--- config.mk ---
export PLATFORM = sky130hd
export DESIGN_NAME = lmpp_queue
export DESIGN_NICKNAME = d
export VERILOG_FILES = /design/src/lmpp_pkg.sv /design/src/lmpp_queue.sv
export SDC_FILE = /design/constraint.sdc
export NUM_CORES = 1
export LEC_CHECK = 0
export BUFFER_PORTS_ARGS = -buffer_cell sky130_fd_sc_hd__buf_4
export CAP_MARGIN = 20
export CORE_ASPECT_RATIO = 0.5
export CORE_MARGIN = 5
export CORE_UTILIZATION = 45
export CTS_CLUSTER_SIZE = 10
export DETAILED_ROUTE_END_ITERATION = 6
export GPL_TIMING_DRIVEN = 0
export MAX_ROUTING_LAYER = met4
export PLACE_DENSITY_LB_ADDON = 0.1
export SKIP_LAST_GASP = 1
export SYNTH_ARGS = -nofsm -noshare
export SYNTH_HDL_FRONTEND = slang
export SYNTH_SLANG_ARGS = --single-unit
export TNS_END_PERCENT = 30
--- constraint.sdc ---
create_clock -name clk -period 4.3 [get_ports clk]
set_input_delay 0.86 -clock clk [delete_from_list [all_inputs] [get_ports clk]]
set_output_delay 0.86 -clock clk [all_outputs]
set_load 0.005 [all_outputs]
--- src/lmpp_pkg.sv ---
`timescale 1ns / 1ps
`default_nettype none
// ----------------------------------------------------------------------------
// lmpp_pkg
// Shared types, codes and helpers for the LED matrix pixel packer.
// ----------------------------------------------------------------------------
package lmpp_pkg;

  localparam int unsigned MAX_WIDTH   = 256;
  localparam int unsigned MAX_HEIGHT  = 128;
  localparam int unsigned LEVEL_W     = 10;
  localparam int unsigned GAMMA_DEPTH = 256;
  localparam int unsigned GIDX_W      = $clog2(GAMMA_DEPTH);
  localparam int unsigned ADDR_W      = 15;
  localparam int unsigned WORD_W      = 3 * LEVEL_W;
  localparam int unsigned CFG_DATA_W  = 9;
  localparam int unsigned CFG_IDX_W   = 2;

  // opcodes
  localparam logic OP_PIXEL      = 1'b0;
  localparam logic OP_GAMMA_LOAD = 1'b1;

  // configuration register indexes
  localparam logic [CFG_IDX_W-1:0] CFG_PANEL_WIDTH  = 2'd0;
  localparam logic [CFG_IDX_W-1:0] CFG_PANEL_HEIGHT = 2'd1;
  localparam logic [CFG_IDX_W-1:0] CFG_COLOR_ORDER  = 2'd2;
  localparam logic [CFG_IDX_W-1:0] CFG_FOLD_CANVAS  = 2'd3;

  // color orders
  localparam logic [2:0] ORDER_RGB = 3'd0;
  localparam logic [2:0] ORDER_RBG = 3'd1;
  localparam logic [2:0] ORDER_GRB = 3'd2;
  localparam logic [2:0] ORDER_GBR = 3'd3;
  localparam logic [2:0] ORDER_BRG = 3'd4;
  localparam logic [2:0] ORDER_BGR = 3'd5;

  localparam logic [8:0] RST_PANEL_WIDTH  = 9'd64;
  localparam logic [7:0] RST_PANEL_HEIGHT = 8'd32;

  typedef struct packed {
    logic       opcode;
    logic [7:0] x;
    logic [7:0] y;
    logic [7:0] red;
    logic [7:0] green;
    logic [7:0] blue;
    logic [7:0] gamma_index;
    logic [9:0] gamma_value;
  } pixel_in_t;

  typedef struct packed {
    logic [ADDR_W-1:0] word_address;
    logic [WORD_W-1:0] buffer_word;
  } pixel_out_t;

  // one queued operation between front and back
  typedef struct packed {
    logic               is_load;
    logic [ADDR_W-1:0]  word_address;
    logic [GIDX_W-1:0]  red;
    logic [GIDX_W-1:0]  green;
    logic [GIDX_W-1:0]  blue;
    logic [GIDX_W-1:0]  gamma_index;
    logic [LEVEL_W-1:0] gamma_value;
  } op_entry_t;

  function automatic logic [WORD_W-1:0] pack_levels(
    input logic [2:0]         order,
    input logic [LEVEL_W-1:0] lr,
    input logic [LEVEL_W-1:0] lg,
    input logic [LEVEL_W-1:0] lb
  );
    logic [WORD_W-1:0] w;
    case (order)
      ORDER_RGB: w = {lb, lg, lr};
      ORDER_RBG: w = {lg, lb, lr};
      ORDER_GRB: w = {lr, lb, lg};
      ORDER_GBR: w = {lg, lr, lb};
      ORDER_BRG: w = {lb, lr, lg};
      ORDER_BGR: w = {lr, lg, lb};
      default:   w = {lb, lg, lr};
    endcase
    return w;
  endfunction

endpackage
`default_nettype wire

--- src/lmpp_queue.sv ---
`timescale 1ns / 1ps
`default_nettype none
// ----------------------------------------------------------------------------
// lmpp_queue
// Two-entry queue between the front and back parts.
// ----------------------------------------------------------------------------
module lmpp_queue (
  input  wire logic                clk,
  input  wire logic                rst,
  input  wire logic                push,
  input  wire lmpp_pkg::op_entry_t push_entry,
  output logic                     full,
  input  wire logic                pop,
  output logic                     not_empty,
  output lmpp_pkg::op_entry_t      head
);

  lmpp_pkg::op_entry_t entries [2];
  logic       wr_ptr;
  logic       rd_ptr;
  logic [1:0] count;

  assign full      = (count == 2'd2);
  assign not_empty = (count != 2'd0);
  assign head      = entries[rd_ptr];

  always_ff @(posedge clk) begin
    if (push) begin
      entries[wr_ptr] <= push_entry;
    end
  end

  always_ff @(posedge clk) begin
    if (rst) begin
      wr_ptr <= 1'b0;
      rd_ptr <= 1'b0;
      count  <= 2'd0;
    end else begin
      if (push) begin
        wr_ptr <= ~wr_ptr;
      end
      if (pop) begin
        rd_ptr <= ~rd_ptr;
      end
      case ({push, pop})
        2'b10:   count <= count + 2'd1;
        2'b01:   count <= count - 2'd1;
        default: count <= count;
      endcase
    end
  end

endmodule
`default_nettype wire

==> run summary, run 1 <==
H-tree Lvls - 4
CTS buffer count - 17
Status - completed
Core area - 9480 um2
Worst path cell trace - buf_4, buf_4, mux2_2, buf_4
FF+latch count, synth - 121
Worst-Margin Slew - 0.904 ns
RR Startpoint - wr_ptr
Sw frac - 19.4%
Sequential share of power - 44.7%
Most frequent cells in the layout - 124 x buf_4, 116 x edfxtp_1, 58 x mux2_2
ANT cells - 0
CTS tree - yes
Antenna violations before repair - 0
Crit path max-delay cell type - dfxtp_1
Family with the most delay on the worst path - buffers and inverters
Fmax - 0.392 GHz
Clock transition at path regs - 0.05 ns
Die Height - 79.8 um
Register area share after synthesis - 81.8%
Final Cycle Share - 59.3%
Postcts setup bufs - 0
Synthesized area per cell - 21.7 um2
Mapped Nets - 265
RSZ-0062 raised after global routing - no
Final net count - 408
Max_cap viols - 0
Setup-failing EPs final - 0
Critical path startpoint category - register
Int Power - 2.51 mW
Share of total power in the clock network - 45.1%
Worst path bufs/invs - 3
Vias in the first global route - 2502
Final Util - 64.6%
Tmin final - 2.55 ns
Crit. path cell count - 4
I/O pins - 122
Detailed Route Iter0 Violations - 104
Clk Latency, worst-skew pair - 0.41 ns
Largest area contributor in the netlist - edfxtp_1
Area fraction of the dominant cell type after synthesis - 79.5%
Met1 WL - 3320 um
Metal3 WL - 516 um
Setup TNS - 0 ns
Largest net degree at the start of global routing - 35
Antenna-violating nets left - 0
Sw power - 0.607 mW
Worst vdd ir - 0.000358 V
Fin Clk Skew - 0.00822 ns
Root buf cell - clkbuf_16
Final Hold Viols - 0
Area Overhead vs Synth - 39.7%
GRT overflow - 0
First-pass GRT wire length - 12400 um
WS Path Type - register to output port
TritonCTS Sinks - 121
Worst Setup EP - head[32]
Ratio of cells with drive above 1 in the final layout - 61.0%
Post-Synthesis Cells - 202
DRC violations left - 0
Commonest non-fill, non-tap cell in the layout - buf_4
Worst R2R Path Depth - 2
Routed WL - 8030 um
Die Wd - 150 um
Post-CTS Hold Buffers - 0
Starting Density - 46.2%
Critical path data arrival time - 1.69 ns
R2R Setup Slk - 2.52 ns
HPWL Detailed - 5440 um
Slowest stage delay, CP - 0.37 ns
Worst hold-check path type - register to register
TritonRoute pass-1 iters - 4
Crit Path Max Fanout - 10
Leak - 2.33 nW
Row cnt - 25
WL/cell - 16.3 um
Max layer used - met4
Comb pwr share - 10.2%
Post-CTS sizing - 0
Synth top area cells - edfxtp_1 79%, mux2_2 15%, dfxtp_1 2.3%
Worst slew margin - 39.7%
IO buf count - 121
Pre-CTS WS - 1.96 ns
GP Congestion - 0.679
Power Dens Cells - 510 nW/um2
Vias - 2258
Most used cell, CP - buf_4
Clk buf depth - 2
Wire length on met2 - 4100 um
Mapped Area - 4380 um2
Yosys cell types - 16
Required @ worst endpoint - 3.44 ns
Fillcell total - 698
Worst Setup End Kind - output port
R2r endpoint - entries[1][36]
Die area - 11900 um2
Final slew viol count - 0
Setup ws final - 1.75 ns
Synthesis warning total - 0
Vias per cell - 4.60
GR Util All Layers - 14.7%
-- cells in the mapped netlist --
master and count:
buf_2 3, nor2_1 5, and2b_2 1, or3_1 1, and2_1 1, ha_1 1
a21oi_1 1, dfxtp_1 5, xnor2_1 3, xor2_1 1, inv_1 1, mux2_2 58
edfxtp_1 116, buf_4 3, o21ai_0 1, or2_2 1
-- logic make-up after synthesis --
kind of cell             after synthesis  synth area share, %
AO/OA/AOI/OAI                          2                0.228
XOR/XNOR                               4                0.800
adder cells (fa/ha/maj)                1                0.286
buffers and inverters                  7                0.942
flip-flops                           121                 81.8
multiplexers                          58                 14.9
AND/OR/NAND/NOR                        9                 1.06
-- state kept, by name (all words and copies together), names as in the netlist, named ones only --
register  flops
count         2
rd_ptr        1
entries     116
wr_ptr        1
-- worst min-delay path, stage by stage, from the launching register on --
cell and delay [ns]:
dfxtp_1 0.32, o21ai_0 0.07, a21oi_1 0.06
-- worst min path at each step --
stage,from,to,slack [ns],cells after the start
global route,count[1],count[1],0.55,2
detailed placement,count[1],count[1],0.49,2
global placement,count[1],count[1],0.48,2
CTS,count[1],count[1],0.50,2
finish,count[1],count[1],0.50,2
floorplan,count[1],count[1],0.46,2
-- layer usage --
| layer | up-vias | track usage (%) |
|---|---|---|
| met5 | - | - |
| met3 | 9 | 5.67 |
| met1 | 1095 | 16.4 |
| met2 | 71 | 23.9 |
| met4 | 0 | 6.48 |
| li1 | 1083 | - |
-- metrics by stage --
stage / power, mW / instance area (um2) / instances / hold WS [ns]
final: 3.12 / 6120 / 491 / 0.502
after global routing: 3.25 / 6120 / 491 / 0.551
after CTS: 3.16 / 6120 / 491 / 0.502
after detailed placement: 1.74 / 5540 / 461 / 0.493
after global placement: 1.73 / 5460 / 458 / 0.483
after floorplan: 1.55 / 4380 / 202 / 0.456
-- power by group through the flow --
stage / Sequential, mW / Clock, mW / Combinational [mW]
after floorplan: 1.42 / 0 / 0.139
after global placement: 1.42 / 0 / 0.305
after detailed placement: 1.42 / 0 / 0.325
after CTS: 1.39 / 1.44 / 0.327
after global routing: 1.40 / 1.51 / 0.347
final: 1.39 / 1.41 / 0.318
-- layout make-up --
type / instances / area, um2 / area share, %
well taps: 135 / 169 / 2.76
inverters: 1 / 3.75 / 0.0613
multi-input cells: 74 / 766 / 12.5
repair buffers: 124 / 976 / 15.9
clock buffers: 18 / 429 / 7.01
clock inverters: 12 / 158 / 2.58
plain buffers: 6 / 37.5 / 0.613
flip-flops and latches: 121 / 3580 / 58.5
(Power assumes the default switching activity.)
==> run 2: changes to the inputs <==
==> constraint.sdc (replaced) <==
create_clock -name clk -period 2.1 [get_ports clk]
set_input_delay 0.42 -clock clk [delete_from_list [all_inputs] [get_ports clk]]
set_output_delay 0.42 -clock clk [all_outputs]
set_load 0.005 [all_outputs]
==> run 2 against run 1 <==
  * Global-route usage up 0.52 points
  * Core utilization down 0.37 points
  * Clock skew down 0.0018 ns
  * Register-to-register slack worse by 2.2 ns
  * Flip-flop and latch count unchanged
  * Clock power up 98%
  * Worst setup slack worse by 1.7 ns
  * Non-clock buffer count down 1
  * Critical endpoint is now head[36]
  * Largest cell class unchanged
==> run summary, run 2 (synthesis results as in run 1) <==
Critical path startpoint category - register
Worst-Margin Slew - 0.899 ns (-0.00549 ns)
Clk Latency, worst-skew pair - 0.40 ns (about the same)
Most frequent cells in the layout - 121 x buf_4, 116 x edfxtp_1, 58 x mux2_2
Largest net degree at the start of global routing - 33 (-5.7%)
Commonest non-fill, non-tap cell in the layout - buf_4
Antenna violations before repair - 0 (unchanged)
Clock transition at path regs - 0.05 ns (about the same)
GR Util met1 - 16.0% (-0.31 points)
GR Layer Usage met2 - 25.8% (+1.9 points)
ANT cells - 0 (unchanged)
Worst path bufs/invs - 3 (unchanged)
Vias per cell - 4.65 (+1.1%)
Worst hold-check path type - input pin to register
DRC violations left - 0 (unchanged)
Required @ worst endpoint - 1.68 ns (-1.76 ns)
Clk buf depth - 2 (unchanged)
R2R Setup Slk - 0.35 ns (-2.17 ns)
Die area - 11900 um2 (unchanged)
Final slew viol count - 0 (unchanged)
WL/cell - 16.8 um (+3.1%)
Die Wd - 150 um (unchanged)
Setup-failing EPs final - 0 (unchanged)
Critical path data arrival time - 1.58 ns (-0.11 ns)
Worst slew margin - 39.9% (+0.22 points)
Starting Density - 46.2% (unchanged)
Row cnt - 25 (unchanged)
Vias - 2283 (+1.1%)
Final Hold Viols - 0 (unchanged)
Crit Path Max Fanout - 10 (unchanged)
Vias in the first global route - 2611 (+4.4%)
Routed WL - 8270 um (+3.1%)
Antenna-violating nets left - 0 (unchanged)
Worst Setup End Kind - output port
I/O pins - 122 (unchanged)
Tmin final - 2.00 ns
Status - completed
H-tree Lvls - 4 (unchanged)
CTS buffer count - 17 (unchanged)
CTS tree - yes
Crit path max-delay cell type - dfxtp_2
Fmax - 0.499 GHz
Root buf cell - clkbuf_16
Worst path cell trace - buf_6, buf_6, mux2_2, buf_4
Reg with most FFs - entries
GR Util All Layers - 15.2% (+0.52 points)
TritonRoute pass-1 iters - 4 (unchanged)
Core area - 9480 um2 (unchanged)
Final Cycle Share - 95.3%
Post-CTS Hold Buffers - 0 (unchanged)
Total power - 6.29 mW (+100%)
Most used cell, CP - buf_6
First-pass GRT wire length - 12800 um (+3.4%)
Slowest stage delay, CP - 0.36 ns (about the same)
Worst vdd ir - 0.000655 V (+83%)
Die Height - 79.8 um (unchanged)
Area Overhead vs Synth - 38.9%
Worst R2R Path Depth - 2 (unchanged)
Power Dens Cells - 1030 nW/um2 (+100%)
Busiest layer in global routing - met2
WHS Path Cells - 1 (-1)
Max_cap viols - 0 (unchanged)
HPWL Detailed - 5620 um (+3.4%)
Fin area - 6090 um2 (-0.57%)
Final net count - 407 (-0.25%)
TritonCTS Sinks - 121 (unchanged)
Placed Area - 5510 um2 (-0.50%)
WS Path Type - register to output port
GP Congestion - 0.739 (+8.9%)
IO buf count - 121 (unchanged)
Leak - 2.31 nW (-0.70%)
Fin Clk Skew - 0.00640 ns (-0.00182 ns)
Family with the most delay on the worst path - buffers and inverters
Top flop regs - entries (116), count (2)
RSZ-0062 raised after global routing - no
Met3 Resource Use GR - 5.50% (-0.17 points)
GRT overflow - 0 (unchanged)
Number of flip-flops under the largest register name - 116 (unchanged)
Crit. path cell count - 4 (unchanged)
Detailed Route Iter0 Violations - 87 (-16%)
Ratio of cells with drive above 1 in the final layout - 61.2% (+0.28 points)
[run 2: metrics by stage]
stage | hold slack [ns] | cells | TNS (ns) | setup slack [ns] | util [%]
2_1_floorplan | 0.456 | 202 | -6.50 | -0.112 | -
3_3_place_gp | 0.483 | 458 | -66.04 | -0.943 | 57.7
3_5_place_dp | 0.516 | 460 | 0 | 0.121 | 58.1
4_1_cts | 0.185 | 491 | -0.000234 | -0.000234 | 64.2
5_1_grt | 0.179 | 491 | 0 | 0.0118 | 64.2
6_report | 0.203 | 491 | 0 | 0.0978 | 64.2
[run 2: power breakdown]
group	total (mW)	internal, mW	switching (mW)
Sequential	2.86	2.82	0.0392
Combinational	0.649	0.384	0.265
Clock	2.79	1.84	0.951
Total	6.29	5.04	1.26
[run 2: final cells by class]
cell class,count,area (um2)
flip-flops and latches,121,3580
fillers,718,3390
repair buffers,123,948
multi-input cells,74,766
clock buffers,20,437
well taps,135,169
clock inverters,11,130
plain buffers,6,48.8
inverters,1,3.75
[run 2: path summary, 6_finish.rpt]
path,start,endpoint
max,register,head[36]
min,push_entry[32],entries[0][32]
max reg2reg,wr_ptr,entries[1][31]
min reg2reg,count[1],count[1]
[run 2: layer usage]
layer	vias up	wire, um
li1	1081	-
met1	1125	3280
met2	65	4350
met3	12	518
met4	0	118
met5	-	0
[run 2: timing repair]
| item | 4_1_cts | 5_1_grt |
|---|---|---|
| gates resized for setup | 3 | 1 |
| setup buffers | 0 | 0 |
| endpoints found under the setup margin | 20 | 31 |
[run 2: worst register-to-register path, stage by stage (launching register included)]
cell	delay, ns
dfxtp_1	0.41
and2_2	0.74
buf_12	0.29
