===== src/lmpp_pkg.sv =====
`timescale 1ns / 1ps
`default_nettype none
// ----------------------------------------------------------------------------
// lmpp_pkg
// Shared types, codes and helpers for the LED matrix pixel packer.
// ----------------------------------------------------------------------------
package lmpp_pkg;

  localparam int unsigned MAX_WIDTH   = 256;
  localparam int unsigned MAX_HEIGHT  = 128;
  localparam int unsigned LEVEL_W     = 10;
  localparam int unsigned GAMMA_DEPTH = 256;
  localparam int unsigned GIDX_W      = $clog2(GAMMA_DEPTH);
  localparam int unsigned ADDR_W      = 15;
  localparam int unsigned WORD_W      = 3 * LEVEL_W;
  localparam int unsigned CFG_DATA_W  = 9;
  localparam int unsigned CFG_IDX_W   = 2;

  // opcodes
  localparam logic OP_PIXEL      = 1'b0;
  localparam logic OP_GAMMA_LOAD = 1'b1;

  // configuration register indexes
  localparam logic [CFG_IDX_W-1:0] CFG_PANEL_WIDTH  = 2'd0;
  localparam logic [CFG_IDX_W-1:0] CFG_PANEL_HEIGHT = 2'd1;
  localparam logic [CFG_IDX_W-1:0] CFG_COLOR_ORDER  = 2'd2;
  localparam logic [CFG_IDX_W-1:0] CFG_FOLD_CANVAS  = 2'd3;

  // color orders
  localparam logic [2:0] ORDER_RGB = 3'd0;
  localparam logic [2:0] ORDER_RBG = 3'd1;
  localparam logic [2:0] ORDER_GRB = 3'd2;
  localparam logic [2:0] ORDER_GBR = 3'd3;
  localparam logic [2:0] ORDER_BRG = 3'd4;
  localparam logic [2:0] ORDER_BGR = 3'd5;

  localparam logic [8:0] RST_PANEL_WIDTH  = 9'd64;
  localparam logic [7:0] RST_PANEL_HEIGHT = 8'd32;

  typedef struct packed {
    logic       opcode;
    logic [7:0] x;
    logic [7:0] y;
    logic [7:0] red;
    logic [7:0] green;
    logic [7:0] blue;
    logic [7:0] gamma_index;
    logic [9:0] gamma_value;
  } pixel_in_t;

  typedef struct packed {
    logic [ADDR_W-1:0] word_address;
    logic [WORD_W-1:0] buffer_word;
  } pixel_out_t;

  // one queued operation between front and back
  typedef struct packed {
    logic               is_load;
    logic [ADDR_W-1:0]  word_address;
    logic [GIDX_W-1:0]  red;
    logic [GIDX_W-1:0]  green;
    logic [GIDX_W-1:0]  blue;
    logic [GIDX_W-1:0]  gamma_index;
    logic [LEVEL_W-1:0] gamma_value;
  } op_entry_t;

  function automatic logic [WORD_W-1:0] pack_levels(
    input logic [2:0]         order,
    input logic [LEVEL_W-1:0] lr,
    input logic [LEVEL_W-1:0] lg,
    input logic [LEVEL_W-1:0] lb
  );
    logic [WORD_W-1:0] w;
    case (order)
      ORDER_RGB: w = {lb, lg, lr};
      ORDER_RBG: w = {lg, lb, lr};
      ORDER_GRB: w = {lr, lb, lg};
      ORDER_GBR: w = {lg, lr, lb};
      ORDER_BRG: w = {lb, lr, lg};
      ORDER_BGR: w = {lr, lg, lb};
      default:   w = {lb, lg, lr};
    endcase
    return w;
  endfunction

endpackage
`default_nettype wire


===== src/lmpp_front.sv =====
`timescale 1ns / 1ps
`default_nettype none
// ----------------------------------------------------------------------------
// lmpp_front
// Holds the configuration, accepts items, drops off-panel pixels and
// computes the interleaved frame-store address.
// ----------------------------------------------------------------------------
module lmpp_front (
  input  wire logic                         clk,
  input  wire logic                         rst,
  input  wire logic                         cfg_we,
  input  wire logic [lmpp_pkg::CFG_IDX_W-1:0]  cfg_index,
  input  wire logic [lmpp_pkg::CFG_DATA_W-1:0] cfg_data,
  input  wire logic                         in_valid,
  output logic                              in_stall,
  input  wire lmpp_pkg::pixel_in_t          in_data,
  input  wire logic                         queue_full,
  output logic                              push,
  output lmpp_pkg::op_entry_t               push_entry,
  output logic [2:0]                        rgb_order
);

  logic [8:0] panel_width;
  logic [7:0] panel_height;
  logic       fold_canvas;

  always_ff @(posedge clk) begin
    if (rst) begin
      panel_width  <= lmpp_pkg::RST_PANEL_WIDTH;
      panel_height <= lmpp_pkg::RST_PANEL_HEIGHT;
      rgb_order    <= lmpp_pkg::ORDER_RGB;
      fold_canvas  <= 1'b0;
    end else if (cfg_we) begin
      case (cfg_index)
        lmpp_pkg::CFG_PANEL_WIDTH:  panel_width  <= cfg_data;
        lmpp_pkg::CFG_PANEL_HEIGHT: panel_height <= cfg_data[7:0];
        lmpp_pkg::CFG_COLOR_ORDER:  rgb_order    <= cfg_data[2:0];
        lmpp_pkg::CFG_FOLD_CANVAS:  fold_canvas  <= cfg_data[0];
        default: ;
      endcase
    end
  end

  logic [8:0]  w;
  logic [7:0]  h;
  logic [7:0]  hw;
  logic [6:0]  half;
  logic [8:0]  col;
  logic [7:0]  row;
  logic [7:0]  row_in_half;
  logic        bottom;
  logic        on_panel;
  logic [16:0] prod;
  logic [17:0] lin;
  logic        accept;

  always_comb begin
    w    = (panel_width > 9'(lmpp_pkg::MAX_WIDTH)) ? 9'(lmpp_pkg::MAX_WIDTH) : panel_width;
    h    = (panel_height > 8'(lmpp_pkg::MAX_HEIGHT)) ? 8'(lmpp_pkg::MAX_HEIGHT)
                                                     : panel_height;
    hw   = w[8:1];
    half = h[7:1];
    col  = {1'b0, in_data.x};
    row  = in_data.y;
    if (fold_canvas) begin
      on_panel = (in_data.x < hw) && ({1'b0, in_data.y} < {h, 1'b0});
      if (in_data.y >= h) begin
        row = in_data.y - h;
        col = hw[0] ? ({1'b0, hw} - {1'b0, in_data.x}) : ({1'b0, hw} + {1'b0, in_data.x});
      end
    end else begin
      on_panel = ({1'b0, in_data.x} < w) && (in_data.y < h);
    end
    bottom      = (row >= {1'b0, half});
    row_in_half = bottom ? (row - {1'b0, half}) : row;
    prod        = row_in_half * w;
    lin         = {1'b0, prod} + {9'd0, col};
  end

  assign in_stall = queue_full;
  assign accept   = in_valid && !in_stall;
  assign push     = accept && ((in_data.opcode == lmpp_pkg::OP_GAMMA_LOAD) || on_panel);

  always_comb begin
    push_entry.is_load      = (in_data.opcode == lmpp_pkg::OP_GAMMA_LOAD);
    push_entry.word_address = {lin[13:0], bottom};
    push_entry.red          = in_data.red;
    push_entry.green        = in_data.green;
    push_entry.blue         = in_data.blue;
    push_entry.gamma_index  = in_data.gamma_index;
    push_entry.gamma_value  = in_data.gamma_value;
  end

endmodule
`default_nettype wire


===== config.mk =====
export PLATFORM = sky130hd
export DESIGN_NAME = lmpp_front
export DESIGN_NICKNAME = d
export VERILOG_FILES = /design/src/lmpp_pkg.sv /design/src/lmpp_front.sv
export SDC_FILE = /design/constraint.sdc
export NUM_CORES = 1
export LEC_CHECK = 0
export BUFFER_PORTS_ARGS = -buffer_cell sky130_fd_sc_hd__clkbuf_2
export CAP_MARGIN = 40
export CORE_ASPECT_RATIO = 1.5
export CORE_UTILIZATION = 56
export CTS_CLUSTER_SIZE = 24
export DETAILED_ROUTE_END_ITERATION = 10
export PLACE_DENSITY_LB_ADDON = 0.15
export SKIP_LAST_GASP = 1
export SLEW_MARGIN = 0
export SYNTH_ARGS = -nofsm -noshare
export SYNTH_HDL_FRONTEND = slang
export SYNTH_SLANG_ARGS = --single-unit

===== constraint.sdc =====
create_clock -name clk -period 9.1 [get_ports clk]
set_input_delay 0.455 -clock clk [delete_from_list [all_inputs] [get_ports clk]]
set_output_delay 0.455 -clock clk [all_outputs]
set_load 0.03 [all_outputs]

==> results of run 1 <==
[what timing repair did]
| item | CTS | global route |
|---|---|---|
| gates cloned | 0 | 0 |
| pin swaps | 2 | 1 |
| setup buffers | 4 | 0 |
| endpoints found under the setup margin | 1 | 3 |
| gates resized for setup | 1 | 16 |
[state kept, by name, summed over array words and instances (netlist names)]
name and flops:
rgb_order 3, panel_width 9, fold_canvas 1, panel_height 8
[worst reg2reg max path: cells and delay by family (launching register included)]
family,cells,cell delay [ns]
buf+inv,1,0.31
compound gates,1,0.05
flops,1,0.63
simple gates,2,0.24
[through the flow]
| stage | worst slack, ns | hold slack [ns] | total power, W |
|---|---|---|---|
| after floorplan | 0.756 | 0.436 | 0.000518 |
| after global placement | 0.385 | 0.463 | 0.000586 |
| after detailed placement | 0.0881 | 0.461 | 0.000601 |
| after CTS | 0.135 | 0.436 | 0.000695 |
| after global routing | -0.0270 | 0.448 | 0.000763 |
| final | 0.384 | 0.433 | 0.000700 |
[layout by cell type, fill, tap and decap left out, types with 17 or more instances in the layout]
cell        n
inv_1     107
nand2_1    77
nor2_1     71
ha_1       68
fa_1       53
clkbuf_2   53
a21oi_1    25
dfxtp_1    21
xnor2_1    20
o21ai_0    17
[power by group through the flow]
| stage | clock (W) | combinational, W | sequential (W) |
|---|---|---|---|
| after global routing | 0.0000967 | 0.000567 | 0.0000988 |
| after detailed placement | 0 | 0.000500 | 0.000100 |
| after CTS | 0.0000917 | 0.000505 | 0.0000984 |
| after floorplan | 0 | 0.000419 | 0.0000996 |
| after global placement | 0 | 0.000485 | 0.000100 |
| final | 0.0000903 | 0.000511 | 0.0000986 |
[final cells by class]
class	instances	area share, %
timing repair buffer	63	6.09
tap	112	2.51
multi-input combinational	489	75.2
clock buffer	4	1.41
inverter	108	7.26
sequential	21	7.53
[kinds of logic (layout without fill, tap and decap cells)]
logic type | Yosys count | after routing
fa+ha+maj | 123 | 123
simple gates | 211 | 211
flops | 21 | 21
buf+inv | 164 | 175
mux | 22 | 22
xor+xnor | 26 | 26
compound gates | 107 | 107
[path summary, 6_finish.rpt]
kind	slack [ns]	endpoint	from	cells past startpoint
worst max register to register	7.80	panel_width[8]$_SDFFE_PP0P_	panel_width[8]$_SDFFE_PP0P_	4
worst min-delay path	0.43	panel_width[8]$_SDFFE_PP0P_	cfg_data[8]	3
worst max-delay path	0.38	push_entry[56]	panel_height[7]$_SDFFE_PP0P_	34
worst min register to register	0.47	panel_height[1]$_SDFFE_PP0P_	panel_height[1]$_SDFFE_PP0P_	2
[routing by layer]
layer | routed length [um] | part of all wire, % | vias to the layer above
met5 | 0 | 0 | -
met1 | 4840 | 37 | 2226
met3 | 430 | 3.3 | 42
met4 | 546 | 4.1 | 0
met2 | 7410 | 56 | 109
li1 | - | - | 2166
==> run_results.csv, run 1 <==
group,metric,value,unit
global_route,overflow,0,
setup_path,cp_top_family,"adder cells",
setup_path,cp_common_cell,"fa_1",
cells_and_area,finish.utilization,60.4,%
setup_path,worstPathArrival,8.26,ns
global_route,antenna_found_initial,0,
logic_synthesis,synth_fa_ha_area_share,36.2,%
cells_and_area,ff_latch_area,420,um^2
logic_synthesis,synthCells,674,
placed_design,post-dp-hpwl,11.3,mm
power,seq_power_share,14.1,%
placed_design,numPortBuffers,53,
placed_design,dpl_cell_area,0.00540,mm^2
cells_and_area,area_delta_synth_final,4.47,%
logic_synthesis,synth_top_family_by_area,"adder cells",
timing,tns,0,ns
logic_synthesis,syn_area,0.00535,mm^2
logic_synthesis,synth-seq-cells,21,
clock_network,postCtsHoldBufs,0,
run_status,outcome,"complete, no violations",
clock_network,clock-sinks,21,
power,switchingPower,0.000353,W
logic_synthesis,synth-edff-count,0,
floorplan,fp.dieArea,0.00995,mm^2
floorplan,start_util,57.8,%
logic_synthesis,ys.flop_type,"dfxtp_1",
floorplan,num_io_pins,138,
clock_network,path_clk_slew,0.05,ns
power,p_leak,2.81,nW
timing,fmax,0.115,GHz
timing,slew_violations,0,
power,p_per_area,125,mW/mm^2
power,combPwrFrac,73.0,%
floorplan,die_width,81.8,um
clock_network,insertion_delay,0.25,ns
power,peakVddDrop,0.108,mV
timing,timing.slew.headroom,52.8,%
logic_synthesis,yosysMostFrequentCell,"inv_1",
detailed_routing,drtIter0Drc,115,
logic_synthesis,async_flop_share,0,%
cells_and_area,n_fill_cell,878,
cells_and_area,fin_area,0.00559,mm^2
cells_and_area,drive_above_1_share,14.5,%
floorplan,coreArea,0.00925,mm^2
power,p_int,0.000347,W
setup_path,critPathCaptureType,"output port",
logic_synthesis,ys_top_cells_by_count,"108 x inv_1, 77 x nand2_1, 71 x nor2_1",
setup_path,crit_type,"register to output port",
clock_network,cts_tree,"done",
logic_synthesis,synth_cell_types,63,
power,power_switching_share,50.4,%
detailed_routing,drc,0,
logic_synthesis,synth_top_area_share,19.8,%
cells_and_area,multi_input_area,0.00420,mm^2
placed_design,gp_congestion,0.893,
logic_synthesis,synth-compound-area-share,13.8,%
global_route,grt_use_met1,27.6,%
global_route,grt_max_degree,22,
logic_synthesis,yosys.area_share.simple,17.8,%
setup_path,path_max_fanout,9,
clock_network,cts.path.max_buffers,2,
setup_path,cp_num_buf_inv,8,
floorplan,num_rows,43,
detailed_routing,ant_nets,0,
clock_network,cts_inserted_buffers,3,
timing,hold_violations,0,
timing,fin_skew,0,ns
timing,period_share,95.8,%
global_route,top_usage_layer,"met2",
timing,post-route-min-period,8.72,ns
detailed_routing,vias,4543,
detailed_routing,routed_wl,13.2,mm
setup_path,crit_slowest_cell,"fa_1",
global_route,grt_pass1_vias,4726,
detailed_routing,routed_wire_length_per_instance,16.6,um
logic_synthesis,ys_warn_count,0,
logic_synthesis,synth_nets,872,
placed_design,dp.cells,789,
clock_network,cts-root-buf,"clkbuf_16",
logic_synthesis,synthTopCellsByArea,"fa_1 20%, ha_1 16%, dfxtp_1 7.9%",
cells_and_area,instances_no_fill,797,
setup_path,slowest_delay,0.57,ns
logic_synthesis,post-synth-top-area-cell,"fa_1",
detailed_routing,vias_per_cell,5.70,
floorplan,die_h,122,um
global_route,gr-usage-met3,2.10,%
setup_path,crit_required,8.65,ns
power,power_frac_clock,12.9,%
setup_path,startpoint_type,"register",
detailed_routing,drt-pass1-iter-count,4,
logic_synthesis,synthMuxAreaShare,4.77,%
global_route,grt_pass1_wl,21.3,mm
cells_and_area,insertedDiodeCount,0,
clock_network,h-tree-depth,1,
logic_synthesis,post_synth.cell_area_avg,7.93,um^2
global_route,grtUsageTotal,27.7,%
global_route,met2_usage,55.7,%
cells_and_area,nNetsFinal,884,
run,drv_cap,0,
timing,tightest_slew,0.690,ns
timing,setup_viol,0,
min_path,hold_class,"primary input to register",
logic_synthesis,synthXorXnorAreaFrac,4.40,%
logic_synthesis,yosysSeqAreaShare,7.86,%
Power figures use the tool's default switching activity.
==> run 2: changes to the inputs <==
--- a/constraint.sdc
+++ b/constraint.sdc
@@ -3,2 +3,2 @@
 set_output_delay 0.455 -clock clk [all_outputs]
-set_load 0.03 [all_outputs]
+set_load 0.1 [all_outputs]
==> run_results.csv, run 2 (synthesized netlist as in run 1, its figures left out) <==
group,metric,value,unit
run_status,outcome,"complete, no violations",
clock_network,clock-sinks,21,
cells_and_area,drive_above_1_share,15.5,%
global_route,antenna_found_initial,0,
placed_design,post-dp-hpwl,10.5,mm
setup_path,crit_slowest_cell,"fa_1",
global_route,grt_pass1_wl,20.6,mm
detailed_routing,drc,0,
setup_path,slowest_delay,0.54,ns
cells_and_area,nNetsFinal,894,
timing,tightest_slew,0.883,ns
floorplan,num_rows,43,
floorplan,fp.dieArea,0.00995,mm^2
setup_path,crit_type,"register to output port",
timing,post-route-min-period,8.60,ns
clock_network,insertion_delay,0.25,ns
timing,setup_viol,0,
cells_and_area,insertedDiodeCount,0,
placed_design,numPortBuffers,53,
global_route,overflow,0,
detailed_routing,ant_nets,0,
global_route,grt_max_degree,22,
clock_network,cts_inserted_buffers,3,
detailed_routing,drtIter0Drc,174,
detailed_routing,drt-pass1-iter-count,4,
power,combPwrFrac,80.0,%
setup_path,r2r_start,"panel_width[8]$_SDFFE_PP0P_",
cells_and_area,area_delta_synth_final,6.90,%
setup_path,path_max_fanout,9,
run,drv_cap,0,
clock_network,path_clk_slew,0.05,ns
floorplan,die_h,122,um
setup_path,cp_common_cell,"fa_1",
placed_design,gp_congestion,0.956,
global_route,grtUsageTotal,26.5,%
timing,whs,0.434,ns
power,seq_power_share,10.4,%
global_route,grt_pass1_vias,4531,
cells_and_area,final_common_cell,"inv_1",
floorplan,coreArea,0.00925,mm^2
setup_path,crit_required,8.65,ns
setup_path,cp-endpoint,"push_entry[56]",
setup_path,regToRegEndpoint,"panel_width[8]$_SDFFE_PP0P_",
setup_path,r2r_slack,7.81,ns
floorplan,num_io_pins,138,
timing,period_share,94.5,%
cells_and_area,largest_reg_flops,9,
floorplan,die_width,81.8,um
power,switchingPower,0.000557,W
timing,timing.slew.headroom,40.9,%
timing,hold_violations,0,
setup_path,reg2regPathDepth,4,
power,power_frac_clock,9.6,%
cells_and_area,most-common-layout-cells,"107 x inv_1, 77 x nand2_1, 71 x nor2_1, 69 x ha_1, 53 x fa_1",
min_path,min_from,"cfg_data[8]",
clock_network,cts-root-buf,"clkbuf_16",
clock_network,cts.path.max_buffers,2,
timing,tns,0,ns
detailed_routing,routed_wl,12.3,mm
clock_network,cts_tree,"done",
detailed_routing,routed_wire_length_per_instance,15.2,um
setup_path,startpoint_type,"register",
timing,fmax,0.116,GHz
setup_path,critPathCaptureType,"output port",
power,p_int,0.000393,W
power,p_leak,2.87,nW
cells_and_area,largestRegisters,"panel_width (9), panel_height (8), rgb_order (3)",
cells_and_area,regMostFlops,"panel_width",
timing,fin_skew,0,ns
timing,slew_violations,0,
clock_network,h-tree-depth,1,
timing,rsz0062_at_grt,"no",
detailed_routing,vias,4476,
floorplan,start_util,57.8,%
power,p_per_area,166,mW/mm^2
setup_path,worstSetupStartpoint,"panel_height[0]$_SDFFE_PP0P_",
detailed_routing,vias_per_cell,5.55,
min_path,hold_class,"primary input to register",
power,power_switching_share,58.6,%
setup_path,worstPathArrival,8.14,ns
power,peakVddDrop,0.317,mV
## run 2: cell types whose count changed in the layout (fill, tap and decap cells not counted), sizes merged
cell    before  now
buf         10   24
clkbuf      57   53
## run 2: worst max-delay path: cells and delay by family (launching register included)
| family | cells | cell delay [ns] |
|---|---|---|
| AO/OA/AOI/OAI | 9 | 1.81 |
| multiplexers | 1 | 0.34 |
| flip-flops | 1 | 0.35 |
| adder cells (fa/ha/maj) | 9 | 3.39 |
| buffers and inverters | 5 | 0.67 |
| XOR/XNOR | 3 | 0.52 |
| AND/OR/NAND/NOR | 7 | 0.80 |
## run 2: per-stage QoR
stage               cells  worst slack, ns  total power, W  utilization, %  instance area, um^2
detailed placement    791            0.285        0.000838            59.1                 5470
CTS                   795         0.000823        0.000931            60.0                 5550
global placement      791            0.510        0.000829            59.1                 5470
finish                807            0.503        0.000950            61.8                 5720
global route          807           0.0539         0.00102            61.8                 5720
floorplan             674            0.312        0.000773               -                 5350
## run 2: layer usage
metal	share of wire, %	vias to the layer above	track usage, %
met3	3.3	46	2.70
met2	55	120	50.4
met4	4.1	0	11.4
met1	38	2117	28.3
li1	-	2193	-
met5	0	-	0
## run 2: worst min path at each step
stage	to	slack (ns)	depth (start not counted)
after floorplan	panel_height[2]$_SDFFE_PP0P_	0.44	2
after global placement	panel_width[3]$_SDFFE_PP0P_	0.47	2
after detailed placement	panel_height[2]$_SDFFE_PP0P_	0.47	2
after CTS	panel_width[8]$_SDFFE_PP0P_	0.44	3
after global routing	panel_width[6]$_SDFFE_PP1P_	0.44	2
final	panel_width[8]$_SDFFE_PP0P_	0.43	3
## run 2: timing repair
action                                  in CTS  in global routing
gates resized for setup                      0                 19
buffers inserted                             0                 12
endpoints found under the setup margin       0                  4
hold buffers                                 0                  0
## run 2: power by group through the flow
stage | sequential (W) | clock [W] | combinational, W
after floorplan | 0.000102 | 0 | 0.000671
after global placement | 0.000100 | 0 | 0.000728
after detailed placement | 0.000100 | 0 | 0.000737
after CTS | 0.0000984 | 0.0000924 | 0.000741
after global routing | 0.0000987 | 0.0000969 | 0.000823
final | 0.0000985 | 0.0000914 | 0.000760
## run 2: layout make-up
cell class | count | area [um^2]
Timing Repair Buffer | 73 | 467
Fill cell | 883 | 3540
Inverter | 108 | 405
Multi-Input combinational cell | 489 | 4200
Clock buffer | 4 | 78.8
Sequential cell | 21 | 420
Tap cell | 112 | 140
==> run 3: changes to the inputs <==
- CELL_PAD_IN_SITES_DETAIL_PLACEMENT: default -> 1
- CELL_PAD_IN_SITES_GLOBAL_PLACEMENT: default -> 1
- CORE_UTILIZATION: 56 -> 40
- MAX_ROUTING_LAYER: default -> met4
==> run_results.csv, run 3 (synthesized netlist as in run 1, its figures left out) <==
group,metric,value,unit
placed_design,post-dp-hpwl,12.6,mm
setup_path,crit_slowest_cell,"fa_1",
detailed_routing,dr_wl_met3,375,um
detailed_routing,vias,4602,
setup_path,path_max_fanout,7,
setup_path,cp_top_family,"adder cells",
cells_and_area,multi_input_area,0.00427,mm^2
detailed_routing,routed_wire_length_per_instance,17.0,um
timing,timing.slew.headroom,52.2,%
power,p_int,0.000410,W
timing,slew_violations,0,
detailed_routing,ant_nets,0,
power,combPwrFrac,80.5,%
placed_design,post-place-ws,0.219,ns
setup_path,crit_cells,32,
clock_network,cts_tree,"done",
power,p_per_area,167,mW/mm^2
floorplan,die_width,96.4,um
run,drv_cap,0,
cells_and_area,final_common_cell,"inv_1",
detailed_routing,wl_met2,8.36,mm
min_path,hold_class,"primary input to register",
clock_network,cts-root-buf,"clkbuf_16",
detailed_routing,drt-pass1-iter-count,4,
min_path,worstHoldPathCells,3,
floorplan,coreArea,0.0130,mm^2
clock_network,path_clk_slew,0.06,ns
detailed_routing,drc,0,
clock_network,cts.path.max_buffers,2,
global_route,antenna_found_initial,0,
global_route,grt_pass1_wl,23.9,mm
clock_network,clock-sinks,21,
floorplan,die_h,144,um
power,peakVddDrop,0.141,mV
run_status,outcome,"complete, no violations",
detailed_routing,met1Wirelength,5.39,mm
cells_and_area,n_fill_cell,1641,
setup_path,crit_type,"register to output port",
timing,worst_slack,0.428,ns
cells_and_area,finish.utilization,45.2,%
cells_and_area,largestRegisters,"panel_width (9), panel_height (8), rgb_order (3)",
global_route,grtUsageTotal,22.8,%
timing,rsz0062_at_grt,"no",
floorplan,num_io_pins,138,
detailed_routing,vias_per_cell,5.36,
placed_design,numPortBuffers,53,
cells_and_area,insertedDiodeCount,0,
cells_and_area,regMostFlops,"panel_width",
timing,fin_skew,0,ns
timing,fmax,0.115,GHz
global_route,grt_max_degree,22,
setup_path,reg2regPathDepth,4,
detailed_routing,top_layer,"met4",
placed_design,gp_congestion,0.878,
setup_path,cp_common_cell,"fa_1",
power,power_switching_share,58.2,%
setup_path,worstPathArrival,8.22,ns
setup_path,cp_num_buf_inv,6,
clock_network,postCtsHoldBufs,0,
setup_path,startpoint_type,"register",
timing,tns,0,ns
timing,setup_viol,0,
cells_and_area,ff_latch_area,420,um^2
setup_path,slowest_delay,0.56,ns
power,p_leak,2.90,nW
cells_and_area,area_delta_synth_final,10.0,%
floorplan,fp.dieArea,0.0138,mm^2
floorplan,start_util,41.1,%
clock_network,cts_inserted_buffers,3,
timing,period_share,95.3,%
floorplan,num_rows,51,
cells_and_area,most-common-layout-cells,"107 x inv_1, 77 x nand2_1, 71 x nor2_1, 67 x ha_1, 53 x fa_1",
cells_and_area,nNetsFinal,898,
timing,post-route-min-period,8.67,ns
power,switchingPower,0.000571,W
clock_network,insertion_delay,0.25,ns
timing,tightest_slew,0.716,ns
global_route,overflow,0,
cells_and_area,drive_above_1_share,16.6,%
cells_and_area,largest_reg_flops,9,
power,seq_power_share,10.0,%
setup_path,critPathCaptureType,"output port",
power,power_frac_clock,9.5,%
timing,hold_violations,0,
detailed_routing,routed_wl,14.6,mm
setup_path,crit_required,8.65,ns
clock_network,h-tree-depth,1,
global_route,grt_pass1_vias,5045,
detailed_routing,drtIter0Drc,97,
[run 3: final timing paths]
path                            slack (ns)                         start                      endpoint
worst min register to register        0.47  panel_height[0]$_SDFFE_PP0P_  panel_height[0]$_SDFFE_PP0P_
worst min-delay path                  0.45                   cfg_data[8]   panel_width[8]$_SDFFE_PP0P_
worst max register to register        7.76   panel_width[8]$_SDFFE_PP0P_   panel_width[8]$_SDFFE_PP0P_
worst max-delay path                  0.43  panel_height[7]$_SDFFE_PP0P_                push_entry[56]
[run 3: worst reg2reg max path, delay by kind of cell (launching register included)]
family / cells / cell delay [ns]
simple gates: 2 / 0.27
compound gates: 1 / 0.05
flops: 1 / 0.64
buf+inv: 1 / 0.32
[run 3: cell type report]
type	count	share of cell area (%)
clock buffer	4	1.34
tap	159	3.38
sequential	21	7.15
timing repair buffer	76	8.57
inverter	108	6.89
multi-input combinational	490	72.7
[run 3: routing by layer]
layer	vias to the layer above	global-route usage, %
met4	0	7.51
li1	2192	-
met2	84	44.7
met1	2299	22.5
met5	-	-
met3	27	2.43
[run 3: what timing repair did]
action                     CTS  global route
pin swaps                    0             3
gates resized for setup      1            24
setup endpoints to repair    1             3
gates cloned                 0             1
buffers inserted             0            13
[run 3: metrics by stage]
stage / total power (W) / hold slack (ns) / cells / cell area, um^2
finish: 0.000981 / 0.446 / 858 / 5880
global route: 0.00105 / 0.466 / 858 / 5880
CTS: 0.000964 / 0.449 / 843 / 5640
detailed placement: 0.000869 / 0.462 / 839 / 5550
global placement: 0.000853 / 0.464 / 839 / 5550
floorplan: 0.000773 / 0.436 / 674 / 5350
[run 3: power groups by stage]
stage	logic [W]	clock network [W]	registers [W]
floorplan	0.000671	0	0.000102
global placement	0.000753	0	0.000100
detailed placement	0.000768	0	0.000100
CTS	0.000771	0.0000943	0.0000985
global route	0.000858	0.0000977	0.0000989
finish	0.000790	0.0000927	0.0000986
